===== config.mk =====
export PLATFORM = sky130hd
export DESIGN_NAME = rwap_axis_lane
export DESIGN_NICKNAME = d
export VERILOG_FILES = /design/src/hw/rtl/rwap_pkg.sv /design/src/hw/rtl/rwap_axis_lane.sv
export SDC_FILE = /design/constraint.sdc
export NUM_CORES = 2
export LEC_CHECK = 0
export BUFFER_PORTS_ARGS = -buffer_cell sky130_fd_sc_hd__buf_2
export CAP_MARGIN = 20
export CORE_ASPECT_RATIO = 1.1
export CORE_UTILIZATION = 40
export DETAILED_ROUTE_END_ITERATION = 12
export PLACE_DENSITY = 0.53
export SYNTH_ARGS = -nofsm -noshare
export SYNTH_HDL_FRONTEND = slang
export SYNTH_SLANG_ARGS = --single-unit

===== constraint.sdc =====
create_clock -name clock -period 8.4 [get_ports clock]
set_clock_uncertainty 0.05 [all_clocks]
set_input_delay 1.26 -clock clock [delete_from_list [all_inputs] [get_ports clock]]
set_output_delay 1.26 -clock clock [all_outputs]
set_load 0.005 [all_outputs]

===== src/hw/rtl/rwap_pkg.sv =====
// Package for the reaction wheel attitude controller: constants, types and codes.
`default_nettype none

package rwap_pkg;

   // Field widths of the transactions.
   localparam int IN_W   = 16;  // angle and rate fields
   localparam int GAIN_W = 12;
   localparam int ILIM_W = 15;
   localparam int TLIM_W = 14;
   localparam int DUTY_W = 14;

   // Internal widths.
   localparam int E_W    = IN_W + 1;    // angle error
   localparam int S_W    = IN_W + 2;    // integral plus error before the clamp
   localparam int P_W    = 30;          // one gain product
   localparam int U_W    = 31;          // axis command
   localparam int T_W    = 48;          // wheel torque scaled by 2^23
   localparam int TORQUE_SHIFT = 23;
   localparam int Q_W    = T_W - TORQUE_SHIFT;
   localparam int M_W    = Q_W + 1;     // rounded-up torque magnitude
   localparam int D_W    = 18;          // signed duty before saturation

   // Allocation matrix coefficients, Q0.16.
   localparam logic [15:0] COEF_A = 16'd39525;
   localparam logic [14:0] COEF_B = 15'd29301;

   localparam logic [15:0]       PWM_FULL_SCALE = 16'd8399;
   localparam logic [DUTY_W-1:0] DUTY_MAX       = '1;

   localparam int NUM_WHEELS = 4;
   localparam int NUM_AXES   = 2;

   // Register indexes of the configuration port.
   typedef enum logic [2:0] {
      REG_ROLL_TARGET    = 3'd0,
      REG_PITCH_TARGET   = 3'd1,
      REG_PROP_GAIN      = 3'd2,
      REG_INTEG_GAIN     = 3'd3,
      REG_RATE_GAIN      = 3'd4,
      REG_INTEGRAL_LIMIT = 3'd5,
      REG_TORQUE_LIMIT   = 3'd6,
      REG_WHEELS_ENABLED = 3'd7
   } reg_index_type;

   typedef struct packed {
      logic signed [IN_W-1:0] roll_target;
      logic signed [IN_W-1:0] pitch_target;
      logic [GAIN_W-1:0]      prop_gain;
      logic [GAIN_W-1:0]      integ_gain;
      logic [GAIN_W-1:0]      rate_gain;
      logic [ILIM_W-1:0]      integral_limit;
      logic [TLIM_W-1:0]      torque_limit;
      logic                   wheels_enabled;
   } cfg_type;

   // One strobe for each step of the computation, driven by the sequencer.
   typedef struct packed {
      logic accept;
      logic mul;
      logic sum;
      logic wmul;
      logic wsum;
      logic mag;
   } step_type;

   typedef enum logic [6:0] {
      ST_IDLE = 7'b0000001,
      ST_MUL  = 7'b0000010,
      ST_SUM  = 7'b0000100,
      ST_WMUL = 7'b0001000,
      ST_WSUM = 7'b0010000,
      ST_MAG  = 7'b0100000,
      ST_OUT  = 7'b1000000
   } state_type;

endpackage

`default_nettype wire


===== src/hw/rtl/rwap_axis_lane.sv =====
// One axis of the PID: error, clamped integral, three gain products and their sum.
`default_nettype none

module rwap_axis_lane import rwap_pkg::*; (
   input  wire                        clock,
   input  wire                        reset,
   input  wire step_type              step,
   input  wire cfg_type               cfg,
   input  wire signed [IN_W-1:0]      angle,
   input  wire signed [IN_W-1:0]      target,
   input  wire signed [IN_W-1:0]      rate,
   output logic signed [U_W-1:0]      u
);

   logic signed [E_W-1:0]  err;
   logic signed [S_W-1:0]  acc;
   logic signed [S_W-1:0]  lim;
   logic signed [S_W-1:0]  clamped;

   logic signed [IN_W-1:0] integ_ff;
   logic signed [E_W-1:0]  e_ff;
   logic signed [IN_W-1:0] s_ff;
   logic signed [IN_W-1:0] rate_ff;
   logic signed [P_W-1:0]  pe_ff, pi_ff, pr_ff;
   logic signed [P_W-1:0]  pe_in, pi_in, pr_in;
   logic signed [U_W-1:0]  u_ff, u_in;

   assign err = $signed({angle[IN_W-1], angle}) - $signed({target[IN_W-1], target});
   assign acc = $signed({{2{integ_ff[IN_W-1]}}, integ_ff}) + $signed({err[E_W-1], err});
   assign lim = $signed({{(S_W-ILIM_W){1'b0}}, cfg.integral_limit});

   always_comb begin
      if (acc > lim) begin
         clamped = lim;
      end else if (acc < -lim) begin
         clamped = -lim;
      end else begin
         clamped = acc;
      end
   end

   // The integral is updated before it feeds the command of the same transaction.
   always_ff @(posedge clock) begin
      if (reset) begin
         integ_ff <= '0;
      end else if (step.accept) begin
         integ_ff <= clamped[IN_W-1:0];
      end
   end

   assign pe_in = $signed({1'b0, cfg.prop_gain}) * e_ff;
   assign pi_in = $signed({1'b0, cfg.integ_gain}) * s_ff;
   assign pr_in = $signed({1'b0, cfg.rate_gain}) * rate_ff;
   assign u_in  = U_W'(pe_ff) + U_W'(pi_ff) + U_W'(pr_ff);

   always_ff @(posedge clock) begin
      if (step.accept) begin
         e_ff    <= err;
         s_ff    <= clamped[IN_W-1:0];
         rate_ff <= rate;
      end
      if (step.mul) begin
         pe_ff <= pe_in;
         pi_ff <= pi_in;
         pr_ff <= pr_in;
      end
      if (step.sum) begin
         u_ff <= u_in;
      end
   end

   assign u = u_ff;

endmodule

`default_nettype wire


==> metrics.yaml <==
clock_tree:
  cts_root_buf: "clkbuf_16"
  post_cts_buffers: 0
  htreeDepth: 4
  hold_buffers: 0
  cts_tree: "done"
  cts.sinks: 184
  clockBufferDepth: 2
  cts_buffers: 17
  path_clk_slew_ns: 0.10
  post_cts_resize_count: 0
  clk_latency_ns: 0.50
synth:
  synthesis.area_mm2: 0.0320
  ys_warn_count: 0
  synthFlopType: "edfxtp_1"
  synth_seq_cells: 184
  synth-edff-count: 168
  syn_nets: 4289
  async_reset_ff_share_pct: 0
  postSynthCellCount: 3262
  synth.yosys.seq_area_share_pct: 16.8
  syn_area_per_cell_um2: 9.80
  synth_cell_types: 77
floorplan:
  die_y_um: 298
  die_w_um: 272
  io_pins: 185
  initial_core_util_pct: 40.4
  core_region_area_mm2: 0.0791
  rows: 108
  dieArea_mm2: 0.0811
route:
  wl_per_cell_um: 17.3
  dr.pass1.iters: 5
  dr.first_iter.drc_count: 862
  vias_per_cell: 4.97
  routed_wirelength_um: 76000
  drc: 0
  routed-via-count: 21800
  ant_nets: 0
worst_setup_path:
  cp_data_required_time_ns: 8.59
  crit_top_cell: "a21oi_1"
  arrival_ns: 7.61
  critPathLaunchType: "input port"
  crit_path_max_fanout: 13
  cp-end-kind: "flop"
  crit_slowest_cell: "or4_1"
  slowest_delay_ns: 0.52
  r2r_cells: 18
  path_class: "input port to flop"
hold_path:
  hold_depth: 2
  hp-class: "flop to flop"
layout:
  fin_nets: 4354
  antenna_cells: 0
  synthToLayoutAreaGrowth_pct: 7.10
  drive_gt1_share_pct: 6.02
global_routing:
  gr-usage-all-layers_pct: 20.1
  antenna_found_initial: 0
  grt_max_degree: 57
  grt.overflow.total: 0
  grt_first_pass_wirelength_um: 127000
  grt_pass1_vias: 23700
sta:
  maxSlewViolCount: 0
  fmax_ghz: 0.135
  period_minus_slack_ns: 7.41
  rsz0062_at_grt: "false"
  finalCritPeriodShare_pct: 88.3
  hold_viol_final: 0
  final.setup.tns_ns: 0
  worst_pin_slew_ns: 1.01
  finalSetupViolCount: 0
  slew_headroom_pct: 32.3
run:
  maxCapViolations: 0
placement:
  hpwl_um: 63200
  io_buffers: 134
  gp_congestion: 0.830
run_status:
  outcome: "finished, final reports clean"
==> layout make-up <==
cell class,instances,area [um^2]
flip-flops and latches,184,5370
clock buffers,19,433
fillers,7851,44800
multi-input cells,2285,23600
clock inverters,13,153
inverters,694,2610
repair buffers,145,766
well taps,1045,1310
==> sequential cells by signal, indices dropped and copies added, names as in the netlist <==
name / cells
u: 31
integ_ff: 16
pi_ff: 29
pr_ff: 29
pe_ff: 30
e_ff: 17
s_ff: 16
rate_ff: 16
==> synthesized netlist by cell type, types with 15 or more instances <==
library cell	number	area share, %
inv_1	694	8.1
fa_1	577	36
nand2_1	352	4.1
and2_1	314	6.1
ha_1	296	12
edfxtp_1	168	16
xnor2_1	118	3.2
clkbuf_1	93	1.1
a21oi_1	92	1.4
nor2_1	79	0.93
o21ai_0	52	0.81
a21o_1	41	0.96
xor2_1	33	0.90
nor3_1	28	0.44
nand3_1	25	0.39
o21a_1	25	0.59
nor2b_1	20	0.39
o21bai_1	18	0.42
dfxtp_1	16	1.0
nand2b_1	16	0.31
a211oi_1	15	0.35
o211ai_1	15	0.35
==> placed cells by master, fill, tap and decap left out, types with 12 or more instances in the layout <==
cell type    n
a211oi_1    15
a21o_1      41
a21oi_1     92
a31oi_1     13
and2_1     314
and3_1      12
buf_2      133
clkbuf_16   17
dfxtp_1     16
edfxtp_1   168
fa_1       577
ha_1       296
inv_1      694
nand2_1    352
nand2b_1    16
nand3_1     25
nor2_1      79
nor2b_1     20
nor3_1      28
o211ai_1    15
o21a_1      25
o21ai_0     52
o21bai_1    18
or3_1       13
xnor2_1    118
xor2_1      33
==> routing by layer <==
| metal | share of wire [%] | GRT usage [%] |
|---|---|---|
| met5 | 0 | 0 |
| met2 | 51 | 35.7 |
| met3 | 2.4 | 2.23 |
| met1 | 44 | 25.6 |
| met4 | 2.5 | 5.72 |
==> worst paths after layout <==
kind                      from      endpoint  slack, ns
setup / recovery      angle[0]      s_ff[11]       0.99
hold / removal    integ_ff[12]  integ_ff[12]       0.44
setup reg to reg       s_ff[9]     pi_ff[27]       1.63
hold reg to reg   integ_ff[12]  integ_ff[12]       0.44
==> worst max-delay path, delay by kind of cell <==
kind / cells / cell delay [ns]
AOI/OAI and AO/OA: 13 / 2.70
xor gates and xnor gates: 2 / 0.42
adders and majority gates: 4 / 1.20
and+or+nand+nor: 10 / 1.63
buffers and inverters: 4 / 0.39
==> metrics by stage <==
step	std cells	instance area (um^2)	hold slack, ns	utilization (%)	setup WS (ns)
2_1_floorplan	3262	32000	0.399	-	1.29
3_3_place_gp	4352	33600	0.429	42.6	0.588
3_5_place_dp	4352	33600	0.433	42.6	0.503
4_1_cts	4384	34200	0.447	43.3	1.02
5_1_grt	4385	34200	0.473	43.3	0.309
6_report	4385	34200	0.443	43.3	0.985
==> kinds of logic after synthesis <==
logic type                 count (synthesis)  share of synthesized area [%]
AOI/OAI and AO/OA                        349                           7.40
and+or+nand+nor                          903                           14.3
DFF                                      184                           16.8
adders and majority gates                873                           47.7
muxes                                      9                          0.282
xor gates and xnor gates                 151                           4.14
buffers and inverters                    793                           9.37
Power is not shown: default switching activity piles up to over one toggle a cycle in this logic, so the estimate is an artifact.
