[src/hw/rtl/rwap_pkg.sv]
// Package for the reaction wheel attitude controller: constants, types and codes.
`default_nettype none

package rwap_pkg;

   // Field widths of the transactions.
   localparam int IN_W   = 16;  // angle and rate fields
   localparam int GAIN_W = 12;
   localparam int ILIM_W = 15;
   localparam int TLIM_W = 14;
   localparam int DUTY_W = 14;

   // Internal widths.
   localparam int E_W    = IN_W + 1;    // angle error
   localparam int S_W    = IN_W + 2;    // integral plus error before the clamp
   localparam int P_W    = 30;          // one gain product
   localparam int U_W    = 31;          // axis command
   localparam int T_W    = 48;          // wheel torque scaled by 2^23
   localparam int TORQUE_SHIFT = 23;
   localparam int Q_W    = T_W - TORQUE_SHIFT;
   localparam int M_W    = Q_W + 1;     // rounded-up torque magnitude
   localparam int D_W    = 18;          // signed duty before saturation

   // Allocation matrix coefficients, Q0.16.
   localparam logic [15:0] COEF_A = 16'd39525;
   localparam logic [14:0] COEF_B = 15'd29301;

   localparam logic [15:0]       PWM_FULL_SCALE = 16'd8399;
   localparam logic [DUTY_W-1:0] DUTY_MAX       = '1;

   localparam int NUM_WHEELS = 4;
   localparam int NUM_AXES   = 2;

   // Register indexes of the configuration port.
   typedef enum logic [2:0] {
      REG_ROLL_TARGET    = 3'd0,
      REG_PITCH_TARGET   = 3'd1,
      REG_PROP_GAIN      = 3'd2,
      REG_INTEG_GAIN     = 3'd3,
      REG_RATE_GAIN      = 3'd4,
      REG_INTEGRAL_LIMIT = 3'd5,
      REG_TORQUE_LIMIT   = 3'd6,
      REG_WHEELS_ENABLED = 3'd7
   } reg_index_type;

   typedef struct packed {
      logic signed [IN_W-1:0] roll_target;
      logic signed [IN_W-1:0] pitch_target;
      logic [GAIN_W-1:0]      prop_gain;
      logic [GAIN_W-1:0]      integ_gain;
      logic [GAIN_W-1:0]      rate_gain;
      logic [ILIM_W-1:0]      integral_limit;
      logic [TLIM_W-1:0]      torque_limit;
      logic                   wheels_enabled;
   } cfg_type;

   // One strobe for each step of the computation, driven by the sequencer.
   typedef struct packed {
      logic accept;
      logic mul;
      logic sum;
      logic wmul;
      logic wsum;
      logic mag;
   } step_type;

   typedef enum logic [6:0] {
      ST_IDLE = 7'b0000001,
      ST_MUL  = 7'b0000010,
      ST_SUM  = 7'b0000100,
      ST_WMUL = 7'b0001000,
      ST_WSUM = 7'b0010000,
      ST_MAG  = 7'b0100000,
      ST_OUT  = 7'b1000000
   } state_type;

endpackage

`default_nettype wire

[src/hw/rtl/rwap_wheel_lane.sv]
// One wheel: allocation products, torque sum, rounded magnitude with limit, duty value.
`default_nettype none

module rwap_wheel_lane import rwap_pkg::*; (
   input  wire                   clock,
   input  wire step_type         step,
   input  wire cfg_type          cfg,
   input  wire signed [U_W-1:0]  u_axis,
   input  wire signed [U_W-1:0]  u_damp,
   input  wire                   neg_axis,
   output logic [DUTY_W-1:0]     duty,
   output logic                  dir
);

   logic signed [T_W-1:0] pa_ff, pa_in;
   logic signed [T_W-1:0] pb_ff, pb_in;
   logic signed [T_W-1:0] t_ff, t_in;
   logic [M_W-1:0]        mag_full;
   logic [TLIM_W-1:0]     mag_ff, mag_in;
   logic                  dir_ff, dir_in;
   logic                  frac_nz;
   logic signed [D_W-1:0] diff;

   // A disabled block drives zero torque on every wheel.
   always_comb begin
      if (cfg.wheels_enabled) begin
         pa_in = $signed({1'b0, COEF_A}) * u_axis;
         pb_in = $signed({1'b0, COEF_B}) * u_damp;
      end else begin
         pa_in = '0;
         pb_in = '0;
      end
   end

   // u_damp is the positive rate term; the yaw command is its negation.
   always_comb begin
      if (neg_axis) begin
         t_in = -pa_ff - pb_ff;
      end else begin
         t_in = pa_ff - pb_ff;
      end
   end

   // Rounded-up magnitude of the torque in PWM counts. For a negative torque the
   // arithmetic shift already rounds toward minus infinity, so its negation rounds up.
   assign frac_nz = |t_ff[TORQUE_SHIFT-1:0];

   always_comb begin
      if (!t_ff[T_W-1]) begin
         mag_full = {1'b0, t_ff[T_W-1:TORQUE_SHIFT]} + {{(M_W-1){1'b0}}, frac_nz};
      end else begin
         mag_full = M_W'(0) - {t_ff[T_W-1], t_ff[T_W-1:TORQUE_SHIFT]};
      end
      if (mag_full > {{(M_W-TLIM_W){1'b0}}, cfg.torque_limit}) begin
         mag_in = cfg.torque_limit;
      end else begin
         mag_in = mag_full[TLIM_W-1:0];
      end
      // A zero limit clamps a negative torque to zero, which counts as forward.
      dir_in = !t_ff[T_W-1] || (cfg.torque_limit == '0);
   end

   always_ff @(posedge clock) begin
      if (step.wmul) begin
         pa_ff <= pa_in;
         pb_ff <= pb_in;
      end
      if (step.wsum) begin
         t_ff <= t_in;
      end
      if (step.mag) begin
         mag_ff <= mag_in;
         dir_ff <= dir_in;
      end
   end

   assign diff = $signed({2'b00, PWM_FULL_SCALE}) - $signed({{(D_W-TLIM_W){1'b0}}, mag_ff});

   always_comb begin
      if (diff[D_W-1]) begin
         duty = '0;
      end else if (diff > $signed({{(D_W-DUTY_W){1'b0}}, DUTY_MAX})) begin
         duty = DUTY_MAX;
      end else begin
         duty = diff[DUTY_W-1:0];
      end
   end

   assign dir = dir_ff;

endmodule

`default_nettype wire

[config.mk]
export PLATFORM = sky130hd
export DESIGN_NAME = rwap_wheel_lane
export DESIGN_NICKNAME = d
export VERILOG_FILES = /design/src/hw/rtl/rwap_pkg.sv /design/src/hw/rtl/rwap_wheel_lane.sv
export SDC_FILE = /design/constraint.sdc
export NUM_CORES = 2
export LEC_CHECK = 0
export BUFFER_PORTS_ARGS = -buffer_cell sky130_fd_sc_hd__buf_4
export CAP_MARGIN = 20
export CORE_AREA = 2 2 332 334
export CTS_CLUSTER_DIAMETER = 200
export DETAILED_ROUTE_END_ITERATION = 12
export DIE_AREA = 0 0 334 336
export GPL_ROUTABILITY_DRIVEN = 0
export HOLD_SLACK_MARGIN = 0.03
export PLACE_DENSITY = 0.53
export SETUP_SLACK_MARGIN = 0.5
export SLEW_MARGIN = 20
export SYNTH_ARGS = -nofsm -noshare
export SYNTH_HDL_FRONTEND = slang
export SYNTH_SLANG_ARGS = --single-unit
[constraint.sdc]
create_clock -name clock -period 8.55 [get_ports clock]
set_input_delay 1.2825 -clock clock [delete_from_list [all_inputs] [get_ports clock]]
set_output_delay 1.2825 -clock clock [all_outputs]
set_load 0.05 [all_outputs]
==> flow_summary.yaml <==
worst_setup_path:
  end_kind: "register"
  worstPathMaxFanout: 5
  start_kind: "primary input"
  critPathArrivalTime_ps: 7550
  critPathKind: "in -> reg"
  ff2ff_setup_slack_ps: 3490
  critical_path_required_ps: 8750
  crit_path_start: "u_damp[11]"
  reg2reg_from: "t_ff[1]"
timing:
  fin_crit_sh_pct: 85.9
  rsz0062_at_grt: "no"
  tightest_slew_ps: 981
  hold-worst-slack_ps: 683
  slew_headroom_pct: 32.9
  hold_violations: 0
  slew_viol_final: 0
  fin_worst_skew_ps: 13.4
  setup_viol: 0
  fin_crit_ps: 7340
  fmaxAchievable_ghz: 0.136
  fin_setup_tns_ps: 0
drt:
  drt_pre_antenna_iters: 6
  wirelength_um: 78400
  via_per_inst: 4.62
  drc_errors: 0
  dr.first_iter.drc_count: 1203
  ant_nets: 0
  vias: 23500
  wl_per_cell_um: 15.4
yosys:
  avgSynthCellArea_um2: 9.00
  synth_edf_count: 158
  ys_seq_elements: 158
  synthCells: 3603
  yosys.area.top_type_share_pct: 24.1
  synth_area_mm2: 0.0324
  synth_area_leaders: "fa_1 24%, ha_1 21%, edfxtp_1 15%, inv_1 11%, xnor2_1 3.4%"
  synth_cell_type_count: 75
  yosys_warnings: 0
  ys_top_cells_by_count: "922 x inv_1, 539 x ha_1, 390 x fa_1, 217 x nor2_1, 208 x a21oi_1"
  synth.most_common_cell: "inv_1"
  yosysTopAreaCell: "fa_1"
  synth-async-reset-ratio_pct: 0
  synthFlopType: "edfxtp_1"
  ys_seq_area_share_pct: 14.6
  syn_nets: 4700
finish:
  drive_gt1_share_pct: 4.82
  final_util_pct: 32.6
  syn_to_final_growth_pct: 8.86
  finish.net_count: 4758
  fillCellCount: 11500
  diodes: 0
clock_network:
  cts_resized: 0
  clk_latency_ps: 480
  h-tree-depth: 4
  clock_path_buffers: 2
  cts_made_buffers: 17
  cts.clk_slew.worst_paths_ps: 70
  post_cts_buffers: 0
  cts_sinks: 158
  cts_tree: "yes"
  hold_buffers: 0
  cts_root_buf: "clkbuf_16"
grt:
  grt_overflow: 0
  grt_max_degree: 75
  antenna_found_initial: 1
  grt_pass1_wl_um: 129000
  grt_usage_pct: 14.4
  grt_pass1_vias: 24100
placement:
  io_buffers: 96
  hpwl_um: 69100
floorplan:
  initial_core_util_pct: 29.9
  dieArea_mm2: 0.112
  die_width_um: 334
  num_rows: 121
  core_area_mm2: 0.108
  die_h_um: 336
  ios: 183
worst_hold_path:
  min_from: "pb_ff[0]"
  hp-class: "reg -> reg"
status:
  status: "complete, no violations"
flow_run:
  maxCapViolCount: 0
==> critical path, stage by stage <==
cell and delay, ps:
buf_4 150, inv_1 270, fa_1 490, fa_1 490, inv_1 40, ha_1 300, fa_1 500, fa_1 490
inv_1 50, fa_1 470, inv_1 40, ha_1 320, a21oi_1 310, nor2_1 80, or4_1 500, o211ai_1 320
a21o_1 230, o21bai_1 120, a221o_1 350, a211oi_1 450, xor2_1 220, nor2_1 60
==> per-layer routing <==
layer | global-route usage, % | part of all wire [%]
met1 | 20.8 | 51
met2 | 23.2 | 45
met3 | 1.30 | 2.7
met4 | 3.00 | 1.4
met5 | 0 | 0
==> kinds of logic (layout without fill, tap and decap cells) <==
kind of cell               Yosys count  in the layout  synth area share (%)
muxes                               25             25                 0.930
and+or+nand+nor                    646            646                  9.69
xor gates and xnor gates           198            198                  5.35
AOI/OAI and AO/OA                  659            659                  13.0
buffers and inverters              988           1059                  11.5
adders and majority gates          929            929                  44.9
DFF                                158            158                  14.6
==> area by class of cell <==
class | instances | area (um^2) | area share [%]
multi-input cells | 2457 | 23900 | 67.9
flip-flops and latches | 158 | 4740 | 13.4
inverters | 922 | 3460 | 9.81
well taps | 1414 | 1770 | 5.01
repair buffers | 105 | 788 | 2.23
clock buffers | 17 | 425 | 1.21
clock inverters | 15 | 154 | 0.436
==> flip-flops by register name (all words and copies together), names as in the netlist <==
name and count:
t_ff 48, pb_ff 47, mag_ff 14, pa_ff 48, dir 1
==> metrics by stage <==
| stage | cells | instance area, um^2 | worst slack, ps |
|---|---|---|---|
| 6_report | 5088 | 35300 | 1210 |
| 5_1_grt | 5088 | 35300 | 931 |
| 4_1_cts | 5088 | 35300 | 1230 |
| 3_5_place_dp | 5056 | 34700 | 731 |
| 3_3_place_gp | 5056 | 34700 | 759 |
| 2_1_floorplan | 3603 | 32400 | 1530 |
==> placed cells by master (no fill, tap or decap), drive strengths merged, types with 19 or more instances in the layout <==
| cell type | Yosys | final |
|---|---|---|
| inv | 922 | 929 |
| ha | 539 | 539 |
| fa | 390 | 390 |
| nor2 | 217 | 217 |
| a21oi | 208 | 208 |
| edfxtp | 158 | 158 |
| o21ai | 137 | 137 |
| nand2 | 135 | 135 |
| xnor2 | 125 | 125 |
| buf | 10 | 105 |
| a21o | 94 | 94 |
| xor2 | 73 | 73 |
| nand3 | 49 | 49 |
| o21bai | 37 | 37 |
| nor3 | 33 | 33 |
| nand4 | 33 | 33 |
| and3 | 32 | 32 |
| nor4 | 28 | 28 |
| and2 | 25 | 25 |
| nor2b | 23 | 23 |
| a211oi | 23 | 23 |
| nand2b | 19 | 19 |
==> path summary, 6_finish.rpt <==
path / end / cells past startpoint
max reg2reg: mag_ff[3] / 16
min reg2reg: t_ff[0] / 2
min: t_ff[0] / 2
max: pb_ff[42] / 22
Power is not shown: default switching activity piles up to over one toggle a cycle in this logic, so the estimate is an artifact.
